**src/rtl/core/md5_message_digest_macros.svh**
```systemverilog
// Assertion macros shared by the MD5 digest modules.
`ifndef MD5_MESSAGE_DIGEST_MACROS_SVH
`define MD5_MESSAGE_DIGEST_MACROS_SVH

// The consequent must hold in the same cycle as the antecedent.
`define MD5_ASSERT_SAME(label, clk, rst, ante, cons) \
   label: assert property (@(posedge clk) disable iff (rst) (ante) |-> (cons)) \
      else $error("md5 check failed: same-cycle implication");

// The consequent must hold in the cycle after the antecedent.
`define MD5_ASSERT_NEXT(label, clk, rst, ante, cons) \
   label: assert property (@(posedge clk) disable iff (rst) (ante) |=> (cons)) \
      else $error("md5 check failed: next-cycle implication");

`endif

```
**src/rtl/core/md5_pkg.sv**
```systemverilog
// Types, constants and round tables shared by the MD5 digest modules.
package md5_pkg;

   localparam int LEN_W = 61;

   localparam logic [31:0] IV_A = 32'h67452301;
   localparam logic [31:0] IV_B = 32'hefcdab89;
   localparam logic [31:0] IV_C = 32'h98badcfe;
   localparam logic [31:0] IV_D = 32'h10325476;

   localparam logic [7:0] PAD_BYTE = 8'h80;

   // Pointer values that steer the padding sequence.
   localparam logic [5:0] PTR_LAST = 6'd63;
   localparam logic [5:0] PTR_LEN  = 6'd56;

   localparam logic [31:0] ROUND_CONST [64] = '{
      32'hd76aa478, 32'he8c7b756, 32'h242070db, 32'hc1bdceee,
      32'hf57c0faf, 32'h4787c62a, 32'ha8304613, 32'hfd469501,
      32'h698098d8, 32'h8b44f7af, 32'hffff5bb1, 32'h895cd7be,
      32'h6b901122, 32'hfd987193, 32'ha679438e, 32'h49b40821,
      32'hf61e2562, 32'hc040b340, 32'h265e5a51, 32'he9b6c7aa,
      32'hd62f105d, 32'h02441453, 32'hd8a1e681, 32'he7d3fbc8,
      32'h21e1cde6, 32'hc33707d6, 32'hf4d50d87, 32'h455a14ed,
      32'ha9e3e905, 32'hfcefa3f8, 32'h676f02d9, 32'h8d2a4c8a,
      32'hfffa3942, 32'h8771f681, 32'h6d9d6122, 32'hfde5380c,
      32'ha4beea44, 32'h4bdecfa9, 32'hf6bb4b60, 32'hbebfbc70,
      32'h289b7ec6, 32'heaa127fa, 32'hd4ef3085, 32'h04881d05,
      32'hd9d4d039, 32'he6db99e5, 32'h1fa27cf8, 32'hc4ac5665,
      32'hf4292244, 32'h432aff97, 32'hab9423a7, 32'hfc93a039,
      32'h655b59c3, 32'h8f0ccc92, 32'hffeff47d, 32'h85845dd1,
      32'h6fa87e4f, 32'hfe2ce6e0, 32'ha3014314, 32'h4e0811a1,
      32'hf7537e82, 32'hbd3af235, 32'h2ad7d2bb, 32'heb86d391
   };

   localparam logic [4:0] ROT_AMOUNT [16] = '{
      5'd7, 5'd12, 5'd17, 5'd22, 5'd5, 5'd9, 5'd14, 5'd20,
      5'd4, 5'd11, 5'd16, 5'd23, 5'd6, 5'd10, 5'd15, 5'd21
   };

   typedef enum logic [1:0] {
      SEL_MSG  = 2'd0,
      SEL_PAD  = 2'd1,
      SEL_ZERO = 2'd2,
      SEL_LEN  = 2'd3
   } byte_sel_type;

   typedef struct packed {
      logic         write_en;
      byte_sel_type byte_sel;
      logic         count_len;
      logic         start;
      logic         restart;
      logic [1:0]   word_sel;
   } md5_cmd_type;

   typedef struct packed {
      logic ptr_last;
      logic ptr_high;
      logic ptr_len_start;
      logic round_done;
   } md5_status_type;

   function automatic logic [4:0] md5_rot_amount(input logic [5:0] round);
      return ROT_AMOUNT[{round[5:4], round[1:0]}];
   endfunction

endpackage

```
**src/rtl/core/md5_ctrl.sv**
```systemverilog
// Controller for the MD5 digest: input acceptance, padding sequence and digest output.
`include "md5_message_digest_macros.svh"

module md5_ctrl
   import md5_pkg::*;
(
   input  logic           clock,
   input  logic           reset,
   input  logic           req_tvalid,
   output logic           req_tready,
   input  logic           req_tuser,
   input  logic           req_tlast,
   output logic           rsp_tvalid,
   input  logic           rsp_tready,
   output logic [1:0]     rsp_tuser,
   output logic           rsp_tlast,
   output md5_cmd_type    cmd,
   input  md5_status_type status
);

   typedef enum logic [6:0] {
      ST_IDLE       = 7'b0000001,
      ST_PAD_MARK   = 7'b0000010,
      ST_PAD_ZERO   = 7'b0000100,
      ST_PAD_LEN    = 7'b0001000,
      ST_COMP_START = 7'b0010000,
      ST_COMP_WAIT  = 7'b0100000,
      ST_EMIT       = 7'b1000000
   } state_type;

   state_type  state_ff, state_in;
   state_type  ret_ff, ret_in;
   logic       overflow_ff, overflow_in;
   logic [1:0] idx_ff, idx_in;

   assign req_tready = (state_ff == ST_IDLE);
   assign rsp_tvalid = (state_ff == ST_EMIT);
   assign rsp_tuser  = idx_ff;
   assign rsp_tlast  = (idx_ff == 2'd3);

   always_comb begin
      state_in    = state_ff;
      ret_in      = ret_ff;
      overflow_in = overflow_ff;
      idx_in      = idx_ff;
      cmd         = '0;
      cmd.word_sel = idx_ff;
      case (state_ff)
         ST_IDLE: begin
            if (req_tvalid) begin
               if (req_tuser) begin
                  cmd.write_en  = 1'b1;
                  cmd.byte_sel  = SEL_MSG;
                  cmd.count_len = 1'b1;
               end
               // A byte that fills the block is compressed before any finish.
               if (req_tuser && status.ptr_last) begin
                  ret_in   = req_tlast ? ST_PAD_MARK : ST_IDLE;
                  state_in = ST_COMP_START;
               end else if (req_tlast) begin
                  state_in = ST_PAD_MARK;
               end
            end
         end
         ST_PAD_MARK: begin
            cmd.write_en = 1'b1;
            cmd.byte_sel = SEL_PAD;
            overflow_in  = 1'b0;
            state_in     = ST_PAD_ZERO;
            if (status.ptr_last) begin
               ret_in   = ST_PAD_ZERO;
               state_in = ST_COMP_START;
            end else if (status.ptr_high) begin
               // No room left for the length: zero out this block, then another.
               overflow_in = 1'b1;
            end
         end
         ST_PAD_ZERO: begin
            if (overflow_ff) begin
               cmd.write_en = 1'b1;
               cmd.byte_sel = SEL_ZERO;
               if (status.ptr_last) begin
                  overflow_in = 1'b0;
                  ret_in      = ST_PAD_ZERO;
                  state_in    = ST_COMP_START;
               end
            end else if (status.ptr_len_start) begin
               state_in = ST_PAD_LEN;
            end else begin
               cmd.write_en = 1'b1;
               cmd.byte_sel = SEL_ZERO;
            end
         end
         ST_PAD_LEN: begin
            cmd.write_en = 1'b1;
            cmd.byte_sel = SEL_LEN;
            if (status.ptr_last) begin
               ret_in   = ST_EMIT;
               state_in = ST_COMP_START;
            end
         end
         ST_COMP_START: begin
            cmd.start = 1'b1;
            state_in  = ST_COMP_WAIT;
         end
         ST_COMP_WAIT: begin
            if (status.round_done) begin
               state_in = ret_ff;
            end
         end
         ST_EMIT: begin
            if (rsp_tready) begin
               if (idx_ff == 2'd3) begin
                  cmd.restart = 1'b1;
                  idx_in      = 2'd0;
                  state_in    = ST_IDLE;
               end else begin
                  idx_in = idx_ff + 2'd1;
               end
            end
         end
         default: begin
            state_in = ST_IDLE;
         end
      endcase
   end

   always_ff @(posedge clock) begin
      if (reset) begin
         state_ff    <= ST_IDLE;
         ret_ff      <= ST_IDLE;
         overflow_ff <= 1'b0;
         idx_ff      <= 2'd0;
      end else begin
         state_ff    <= state_in;
         ret_ff      <= ret_in;
         overflow_ff <= overflow_in;
         idx_ff      <= idx_in;
      end
   end

   `MD5_ASSERT_SAME(a_ready_excl_valid, clock, reset, req_tready, !rsp_tvalid)
   `MD5_ASSERT_SAME(a_done_while_wait, clock, reset, status.round_done,
                    state_ff == ST_COMP_WAIT)
   `MD5_ASSERT_NEXT(a_last_word_to_idle, clock, reset,
                    rsp_tvalid && rsp_tready && rsp_tlast, req_tready)
   `MD5_ASSERT_NEXT(a_start_then_wait, clock, reset, cmd.start,
                    state_ff == ST_COMP_WAIT)

endmodule

```
**src/rtl/core/md5_datapath.sv**
```systemverilog
// Datapath for the MD5 digest: block store, length counter, round engine, chaining words.
`include "md5_message_digest_macros.svh"

module md5_datapath
   import md5_pkg::*;
(
   input  logic           clock,
   input  logic           reset,
   input  md5_cmd_type    cmd,
   input  logic [7:0]     message_byte,
   output md5_status_type status,
   output logic [31:0]    digest_word
);

   typedef enum logic [4:0] {
      STEP_READ = 5'b00001,
      STEP_KADD = 5'b00010,
      STEP_AADD = 5'b00100,
      STEP_FADD = 5'b01000,
      STEP_ROT  = 5'b10000
   } step_type;

   // Block store: sixteen little-endian words, written one byte at a time.
   logic [31:0] block_mem [16];
   logic [31:0] rd_ff;

   logic [5:0]       ptr_ff, ptr_in;
   logic [LEN_W-1:0] len_ff, len_in;
   logic [31:0]      chain_ff [4];
   logic [31:0]      chain_in [4];
   logic [31:0]      a_ff, b_ff, c_ff, d_ff;
   logic [31:0]      a_in, b_in, c_in, d_in;
   logic [31:0]      sum_ff, sum_in;
   logic [5:0]       round_ff, round_in;
   step_type         step_ff, step_in;
   logic             busy_ff, busy_in;
   logic             fin_ff, fin_in;

   logic [7:0]  wr_byte;
   logic [63:0] bit_len;
   logic [31:0] f_val;
   logic [3:0]  g_idx;
   logic [3:0]  r_low;
   logic [63:0] rot_wide;
   logic [31:0] rotated;

   assign bit_len = {len_ff, 3'b000};

   always_comb begin
      case (cmd.byte_sel)
         SEL_MSG:  wr_byte = message_byte;
         SEL_PAD:  wr_byte = PAD_BYTE;
         SEL_ZERO: wr_byte = 8'h00;
         SEL_LEN:  wr_byte = bit_len[{ptr_ff[2:0], 3'b000} +: 8];
         default:  wr_byte = 8'h00;
      endcase
   end

   // Round function and message word index for the current round.
   assign r_low = round_ff[3:0];
   always_comb begin
      case (round_ff[5:4])
         2'd0: begin
            f_val = (b_ff & c_ff) | (~b_ff & d_ff);
            g_idx = r_low;
         end
         2'd1: begin
            f_val = (d_ff & b_ff) | (~d_ff & c_ff);
            g_idx = 4'(r_low * 4'd5 + 4'd1);
         end
         2'd2: begin
            f_val = b_ff ^ c_ff ^ d_ff;
            g_idx = 4'(r_low * 4'd3 + 4'd5);
         end
         default: begin
            f_val = c_ff ^ (b_ff | ~d_ff);
            g_idx = 4'(r_low * 4'd7);
         end
      endcase
   end

   assign rot_wide = {sum_ff, sum_ff} << md5_rot_amount(round_ff);
   assign rotated  = rot_wide[63:32];

   always_ff @(posedge clock) begin
      if (cmd.write_en) begin
         block_mem[ptr_ff[5:2]][{ptr_ff[1:0], 3'b000} +: 8] <= wr_byte;
      end
      rd_ff <= block_mem[g_idx];
   end

   always_comb begin
      ptr_in   = ptr_ff;
      len_in   = len_ff;
      chain_in = chain_ff;
      a_in     = a_ff;
      b_in     = b_ff;
      c_in     = c_ff;
      d_in     = d_ff;
      sum_in   = sum_ff;
      round_in = round_ff;
      step_in  = step_ff;
      busy_in  = busy_ff;
      fin_in   = 1'b0;

      if (cmd.write_en) begin
         ptr_in = ptr_ff + 6'd1;
      end
      if (cmd.count_len) begin
         len_in = len_ff + {{(LEN_W-1){1'b0}}, 1'b1};
      end
      if (cmd.start) begin
         a_in     = chain_ff[0];
         b_in     = chain_ff[1];
         c_in     = chain_ff[2];
         d_in     = chain_ff[3];
         round_in = 6'd0;
         step_in  = STEP_READ;
         busy_in  = 1'b1;
      end
      if (busy_ff) begin
         case (step_ff)
            STEP_READ: begin
               step_in = STEP_KADD;
            end
            STEP_KADD: begin
               sum_in  = rd_ff + ROUND_CONST[round_ff];
               step_in = STEP_AADD;
            end
            STEP_AADD: begin
               sum_in  = sum_ff + a_ff;
               step_in = STEP_FADD;
            end
            STEP_FADD: begin
               sum_in  = sum_ff + f_val;
               step_in = STEP_ROT;
            end
            STEP_ROT: begin
               a_in     = d_ff;
               d_in     = c_ff;
               c_in     = b_ff;
               b_in     = b_ff + rotated;
               round_in = round_ff + 6'd1;
               step_in  = STEP_READ;
               if (round_ff == 6'd63) begin
                  busy_in = 1'b0;
                  fin_in  = 1'b1;
               end
            end
            default: begin
               step_in = STEP_READ;
            end
         endcase
      end
      if (fin_ff) begin
         chain_in[0] = chain_ff[0] + a_ff;
         chain_in[1] = chain_ff[1] + b_ff;
         chain_in[2] = chain_ff[2] + c_ff;
         chain_in[3] = chain_ff[3] + d_ff;
      end
      if (cmd.restart) begin
         ptr_in   = 6'd0;
         len_in   = '0;
         chain_in = '{IV_A, IV_B, IV_C, IV_D};
      end
   end

   always_ff @(posedge clock) begin
      if (reset) begin
         ptr_ff   <= 6'd0;
         len_ff   <= '0;
         chain_ff <= '{IV_A, IV_B, IV_C, IV_D};
         round_ff <= 6'd0;
         step_ff  <= STEP_READ;
         busy_ff  <= 1'b0;
         fin_ff   <= 1'b0;
      end else begin
         ptr_ff   <= ptr_in;
         len_ff   <= len_in;
         chain_ff <= chain_in;
         round_ff <= round_in;
         step_ff  <= step_in;
         busy_ff  <= busy_in;
         fin_ff   <= fin_in;
      end
   end

   always_ff @(posedge clock) begin
      a_ff   <= a_in;
      b_ff   <= b_in;
      c_ff   <= c_in;
      d_ff   <= d_in;
      sum_ff <= sum_in;
   end

   assign status.ptr_last      = (ptr_ff == PTR_LAST);
   assign status.ptr_high      = (ptr_ff >= PTR_LEN);
   assign status.ptr_len_start = (ptr_ff == PTR_LEN);
   assign status.round_done    = fin_ff;

   assign digest_word = chain_ff[cmd.word_sel];

   `MD5_ASSERT_SAME(a_no_write_in_rounds, clock, reset, busy_ff || fin_ff, !cmd.write_en)
   `MD5_ASSERT_NEXT(a_rounds_end_in_fin, clock, reset,
                    busy_ff && (step_ff == STEP_ROT) && (round_ff == 6'd63), fin_ff)
   `MD5_ASSERT_NEXT(a_start_then_busy, clock, reset, cmd.start, busy_ff)

endmodule

```
**src/rtl/core/md5_message_digest.sv**
```systemverilog
// Throughput: one byte per cycle while a block fills; the 64th byte of a block stalls
// input for a compression: start, 64 rounds of read, K add, A add, F add and rotate steps,
// then the final add. End of message: padding plus one or two compressions, then
// four digest words, one per cycle while rsp_tready is high.
// Reset is synchronous: control clears, chaining words load the initial values and the
// length counter clears; the block store is not cleared and needs no clearing pass.
module md5_message_digest
   import md5_pkg::*;
(
   input  logic        clock,
   input  logic        reset,
   input  logic        req_tvalid,
   output logic        req_tready,
   input  logic [7:0]  req_tdata,   // [7:0] message_byte
   input  logic        req_tuser,   // [0] byte_present
   input  logic        req_tlast,   // end_of_message
   output logic        rsp_tvalid,
   input  logic        rsp_tready,
   output logic [31:0] rsp_tdata,   // [31:0] digest_word
   output logic [1:0]  rsp_tuser,   // [1:0] word_index
   output logic        rsp_tlast    // last_word
);

   md5_cmd_type    cmd;
   md5_status_type status;

   md5_ctrl u_ctrl (
      .clock      (clock),
      .reset      (reset),
      .req_tvalid (req_tvalid),
      .req_tready (req_tready),
      .req_tuser  (req_tuser),
      .req_tlast  (req_tlast),
      .rsp_tvalid (rsp_tvalid),
      .rsp_tready (rsp_tready),
      .rsp_tuser  (rsp_tuser),
      .rsp_tlast  (rsp_tlast),
      .cmd        (cmd),
      .status     (status)
   );

   md5_datapath u_datapath (
      .clock        (clock),
      .reset        (reset),
      .cmd          (cmd),
      .message_byte (req_tdata),
      .status       (status),
      .digest_word  (rsp_tdata)
   );

endmodule

```
**config.mk**
```make
export PLATFORM = sky130hd
export DESIGN_NAME = md5_message_digest
export DESIGN_NICKNAME = d
export VERILOG_FILES = /design/src/rtl/core/md5_pkg.sv /design/src/rtl/core/md5_ctrl.sv /design/src/rtl/core/md5_datapath.sv /design/src/rtl/core/md5_message_digest.sv
export VERILOG_INCLUDE_DIRS = /design/src /design/src/rtl/core
export SDC_FILE = /design/constraint.sdc
export NUM_CORES = 2
export LEC_CHECK = 0
export BUFFER_PORTS_ARGS = -buffer_cell sky130_fd_sc_hd__buf_2
export CORE_MARGIN = 4
export CORE_UTILIZATION = 60
export CTS_BUF_LIST = sky130_fd_sc_hd__clkbuf_8
export CTS_CLUSTER_SIZE = 10
export DETAILED_ROUTE_END_ITERATION = 12
export GPL_TIMING_DRIVEN = 1
export PLACE_DENSITY = 0.86
export SLEW_MARGIN = 20
export SYNTH_ARGS = -nofsm -noshare
export SYNTH_HDL_FRONTEND = slang
export SYNTH_HIERARCHICAL = 1
export SYNTH_SLANG_ARGS = --single-unit
```
**constraint.sdc**
```tcl
create_clock -name clock -period 6.2 [get_ports clock]
set_input_delay 0.62 -clock clock [delete_from_list [all_inputs] [get_ports clock]]
set_output_delay 0.62 -clock clock [all_outputs]
set_load 0.01 [all_outputs]
```
# After elaboration in Yosys (flattened, before gate mapping)
# Memories as Yosys holds them, arrays and structs flattened. A register that Yosys moved wholly into a read port is not among the register bits.
# Cells that the tools add are included.
# classes
n_lt_le_gt_ge	4
n_bitwise	17
n_mux	70
n_mul	3
n_shift	4
n_eq_ne	30
reduce_logical	13
add_sub_neg	15
# ops
operator	count
2-to-1 mux 32 bit	17
adder 32 bit	8
one-hot mux 32 bit (3 select lines)	2
AND 32 bit	4
2-to-1 mux 7 bit	14
bitwise OR 32 bit	3
XOR 32 bit	3
binary-select mux 32 bit (select 2 bit)	1
inverter 32 bit	2
indexed part select 64 x 7 -> 8 bit	1
<< shifter 64 x 5 -> 64 bit	1
adder 61 x 1 -> 61 bit (second input constant)	1
one-hot mux 7 bit (7 select lines)	1
one-hot mux 8 bit (4 select lines)	1
variable shift 8 x 7 -> 32 bit (first input constant)	1
indexed part select 8 x 7 -> 32 bit	1
one-hot mux 7 bit (4 select lines)	1
2-to-1 mux 5 bit	5
one-hot mux 5 bit (4 select lines)	1
== test 6 bit (second input constant)	3
2-to-1 mux 6 bit	3
2-to-1 mux 1 bit	15
adder 6 x 1 -> 6 bit (second input constant)	2
inequality test 2 x 1 -> 1 bit (second input constant)	6
other kinds (47)	59
# word_totals
output_inout_bits	37
mem_count	3
register_bits	385
rom_bits	2128
word_cells	178
inputBits	14
ram_bits	512
# memory_table
memory	depth	word_bits	read_ports	rd_ports_with_merged_regs	wr	line_no	source
(no name shown)	64	32	1	0	0	md5_datapath.sv:127	sum_in = rd_ff + ROUND_CONST[round_ff];
u_datapath.block_mem	16	32	1	1	1	md5_datapath.sv:24	logic [31:0] block_mem [16];
(no name shown)	16	5	1	0	0	md5_pkg.sv:65	return ROT_AMOUNT[{round[5:4], round[1:0]}];

# Longest topological paths before layout
# depth
depth_word	8
depth_mapped	29
depth_no_buf	26

# By module
# The synthesis kept the hierarchy.
# by_module_without_submodules
mod	seq_area_each_um2	cells_each	area_each_um2	n_inst
md5_datapath	23702.7	5258	53800.3	1
md5_ctrl	280.3	124	963.4	1

# Worst setup path before layout
# No wires, ideal clock.
# synth_timing
path_kind	register to register
from	register u_datapath.round_ff[1]
to	register u_datapath.b_ff[28]
synth_period_minus_slack_ns	6.174
t_arrival_ns	6.058
t_required_ns	6.084
setup_ns	0.116
path_buffers	5
path_stages_with_launch	29
setup_slack_ns	0.026
cell_sequence	dfxtp_1 -> inv_1 -> clkbuf_1 -> ha_1 -> nor2_1 -> a21oi_1 -> o21ai_1 -> buf_2 -> buf_2 -> buf_2 -> buf_2 -> o21ai_0 -> mux2_2 -> mux2i_1 -> mux2i_1 -> ha_1 -> inv_1 -> fa_1 -> nor2b_4 -> o2111a_1 -> or4_4 -> a211oi_2 -> o31ai_1 -> nand3_2 -> a21boi_2 -> o31ai_4 -> a21boi_1 -> or3_1 -> a31o_1
# synth_via
elab_chain_len	8
# synth_lines
item	line_no	source
start: declaration	md5_datapath.sv:34	logic [5:0] round_ff, round_in;
start signal: assignment	md5_datapath.sv:181	round_ff <= round_in;
inverter 4 -> 5 bit (implied by the code)	md5_pkg.sv:65	
memory (16 x 5 bit)	n/a	
2-to-1 mux 5 bit (implied by the code) (2 in a row)	md5_pkg.sv:65	
<< shifter 64 x 5 -> 64 bit	md5_datapath.sv:82	assign rot_wide = {sum_ff, sum_ff} << md5_rot_amount(round_ff);
adder 32 bit	md5_datapath.sv:142	b_in = b_ff + rotated;
2-to-1 mux 32 bit	md5_datapath.sv:122	case (step_ff)
2-to-1 mux 32 bit	md5_datapath.sv:121	if (busy_ff) begin
net u_datapath.b_in[28]	md5_datapath.sv:32	logic [31:0] a_in, b_in, c_in, d_in;
end signal: assignment	md5_datapath.sv:190	b_ff <= b_in;
end: declaration	md5_datapath.sv:31	logic [31:0] a_ff, b_ff, c_ff, d_ff;
# The timed path passes the listed nets, and every way through them passes these cells. The select of a mux whose other input is x is not followed.
# A chain may end at the register's enable or synchronous reset.

# Worst setup path in the final report
# layout_timing
from	register u_datapath.round_ff[0]
to	register u_datapath.b_ff[28]
# The elaborated chain is that of the path after synthesis.

==> impl_metrics.json <==
{
  "status": "complete, no violations",
  "min_period_over_period_pct": 94.5,
  "syn2layout_area_growth_pct": 8.70,
  "numCtsBuffers": 155,
  "arrival_ns": 6.59,
  "nNetsFinal": 5678,
  "initial_utilization_pct": 60.7,
  "first_pass_iters": 9,
  "irDropWorstVdd_mv": 0.227,
  "fillers": 6707,
  "cp-start-kind": "flop",
  "synth_common_cells": "nand2_1, edfxtp_1, nor2_1, o21ai_0, a21oi_1",
  "relSlewSlack_pct": 21.3,
  "final_hold_viol_count": 0,
  "finalSetupTns_ns": 0,
  "ios": 51,
  "ant_nets": 0,
  "crit_type": "flop to flop",
  "p_leak_uw": 0.0222,
  "wl_mm": 163,
  "clockBufferDepth": 3,
  "setup_viol": 0,
  "yosysTopAreaCell": "edfxtp_1",
  "syn_area_um2": 54800,
  "syn_inst": 5382,
  "tightest_slew_ns": 1.18,
  "synth_flop_cell": "edfxtp_1",
  "grt_pass1_vias": 42100,
  "drc_errors": 0,
  "insertion_delay_ns": 0.88,
  "die_area_um2": 96200,
  "ys_seq_area_share_pct": 43.8,
  "final.min_clock_period_ns": 5.86,
  "syn-mean-instance-area_um2": 10.2,
  "cts_tree": "built",
  "rsz0062_at_grt": "no",
  "cp_max_fo": 7,
  "drive_gt1_share_pct": 12.4,
  "synth.top_cell.area_share_pct": 29.8,
  "drv_slew": 0,
  "yosys_warnings": 6,
  "ys_seq_elements": 926,
  "grt_pass1_wl_mm": 247,
  "htree_levels": 4,
  "die_w_um": 310,
  "grt_overflow": 0,
  "worstPathRequired_ns": 6.93,
  "antenna_found_initial": 7,
  "endpoint_kind": "flop",
  "synth-edff-count": 544,
  "clock-sinks": 926,
  "hold-worst-slack_ns": 0.167,
  "skew_ns": 0.0580,
  "ys_async_sr_fraction_pct": 0,
  "place_congestion": 1.01,
  "wl_per_cell_um": 24.3,
  "synth_cell_types": 101,
  "power_density_nw_per_um2": 210,
  "viasPerCell": 6.66,
  "grt_max_degree": 170,
  "drt_iter0_markers": 5711,
  "synth.area.top_cells": "edfxtp_1, dfxtp_1, mux4_2, ha_1, mux2i_1",
  "clk_pin_slew_ns": 0.07,
  "track_usage_pct": 33.3,
  "rows": 110,
  "drv_cap": 0,
  "dp_hpwl_mm": 116,
  "yosysMostFrequentCell": "nand2_1",
  "die_y_um": 310,
  "max_clock_freq_ghz": 0.171,
  "cts-root-buf": "clkbuf_8",
  "syn-num-nets": 5660,
  "hp-class": "input port to flop",
  "fp.coreArea_um2": 90300,
  "portBuffers": 50,
  "vias": 44700
}
-- cell type report --
class                   instances  area [um2]  area share (%)
well taps                    1176        1470            2.47
clock buffers                 168        2310            3.88
clock inverters               113         739            1.24
multi-input cells            4066       29400            49.4
repair buffers                163        1260            2.12
inverters                      88         330           0.555
flip-flops and latches        926       24000            40.3
diodes                          5        12.5          0.0210
-- power by group --
group | switching [uW] | leakage [uW] | internal, uW
clock | 2660 | 0.00176 | 2690
sequential | 30.7 | 0.00855 | 6610
combinational | 366 | 0.0119 | 126
total | 3060 | 0.0222 | 9430
-- placed cells by master, fill, tap and decap left out, types with 38 or more instances in the layout --
cell,count
xnor2_1,163
nand2_1,546
nand3_1,132
or2_2,38
o21ai_0,440
o211ai_1,83
and3_1,43
a21o_1,82
nor3_1,79
mux2i_1,317
ha_1,255
mux4_2,189
nor2_1,489
dfxtp_1,375
edfxtp_1,544
buf_2,50
inv_1,139
buf_4,99
nor2b_1,77
o21ai_1,43
a21oi_1,388
or3_1,39
a211oi_1,83
clkbuf_8,168
xor2_1,107
-- cell families after synthesis --
| family | Yosys count | synth area share, % |
|---|---|---|
| multiplexers | 530 | 14.1 |
| buffers and inverters | 390 | 2.80 |
| AND/OR/NAND/NOR | 1603 | 13.3 |
| adder cells (fa/ha/maj) | 264 | 6.16 |
| flip-flops | 926 | 43.8 |
| AO/OA/AOI/OAI | 1396 | 15.5 |
| XOR/XNOR | 273 | 4.39 |
-- metrics by stage --
stage	area, um2	total power (uW)	setup slack [ns]	instances	utilization (%)
2_1_floorplan	54800	7060	0.0262	5382	-
3_3_place_gp	56400	7210	0.242	6414	62.4
3_5_place_dp	56400	7240	0.272	6414	62.4
4_1_cts	59400	12500	0.229	6696	65.8
5_1_grt	59500	12900	0.0244	6701	65.9
6_report	59500	12500	0.340	6705	65.9
-- final timing paths --
kind | from | end | slack [ns] | cells after the start
worst max-delay path | u_datapath/round_ff[0] | u_datapath/b_ff[28] | 0.34 | 26
worst min-delay path | req_tlast | u_ctrl/ret_ff[1] | 0.17 | 4
worst max register to register | u_datapath/round_ff[0] | u_datapath/b_ff[28] | 0.34 | 26
worst min register to register | u_ctrl/ret_ff[6] | u_ctrl/state_ff[6] | 0.48 | 2
-- sequential cells by signal (all words and copies together) (netlist names), 7 cells and up --
signal and flops:
u_datapath/rd_ff 32, u_datapath/chain_ff 128, u_datapath/sum_ff 32, u_datapath/block_mem 512, u_datapath/len_ff 61, u_ctrl/state_ff 7
u_datapath/b_ff 32, u_datapath/d_ff 32, u_datapath/c_ff 32, u_datapath/a_ff 32
-- timing repair --
| item | in CTS | in global routing |
|---|---|---|
| buffers inserted | 0 | 4 |
| hold buffers | 1 | 0 |
| gates resized for setup | 0 | 1 |
| endpoints found under the hold margin | 1 | 0 |
| setup endpoints to repair | 0 | 4 |
-- critical path, stage by stage, from the launching register on --
cell and delay [ns]:
dfxtp_1 0.32, inv_1 0.06, ha_1 0.38, nor2_1 0.15, a21oi_1 0.09, o21ai_4 0.27
buf_4 0.23, mux2i_1 0.33, mux2i_1 0.11, mux2i_1 0.36, nand2_1 0.09, o21ai_0 0.12
mux2i_1 0.18, ha_1 0.27, inv_1 0.08, fa_1 0.25, nor2b_4 0.06, o2111a_1 0.26
or4_4 0.51, a211oi_2 0.27, o31ai_1 0.20, nand3_2 0.14, a21boi_2 0.10, o31ai_4 0.25
a21boi_1 0.12, or3_1 0.32, a31o_1 0.21
-- per-layer routing --
layer / routed length (um) / up-vias / global-route usage, % / share of wire (%)
met3: 18000 / 409 / 9.25 / 11
li1: - / 20100 / - / -
met4: 6720 / 2 / 13.6 / 4.1
met2: 73300 / 2432 / 51.0 / 45
met5: 13 / - / 0 / 0.0080
met1: 64900 / 21700 / 45.1 / 40
Note: power is estimated with default switching activity, not from simulation.
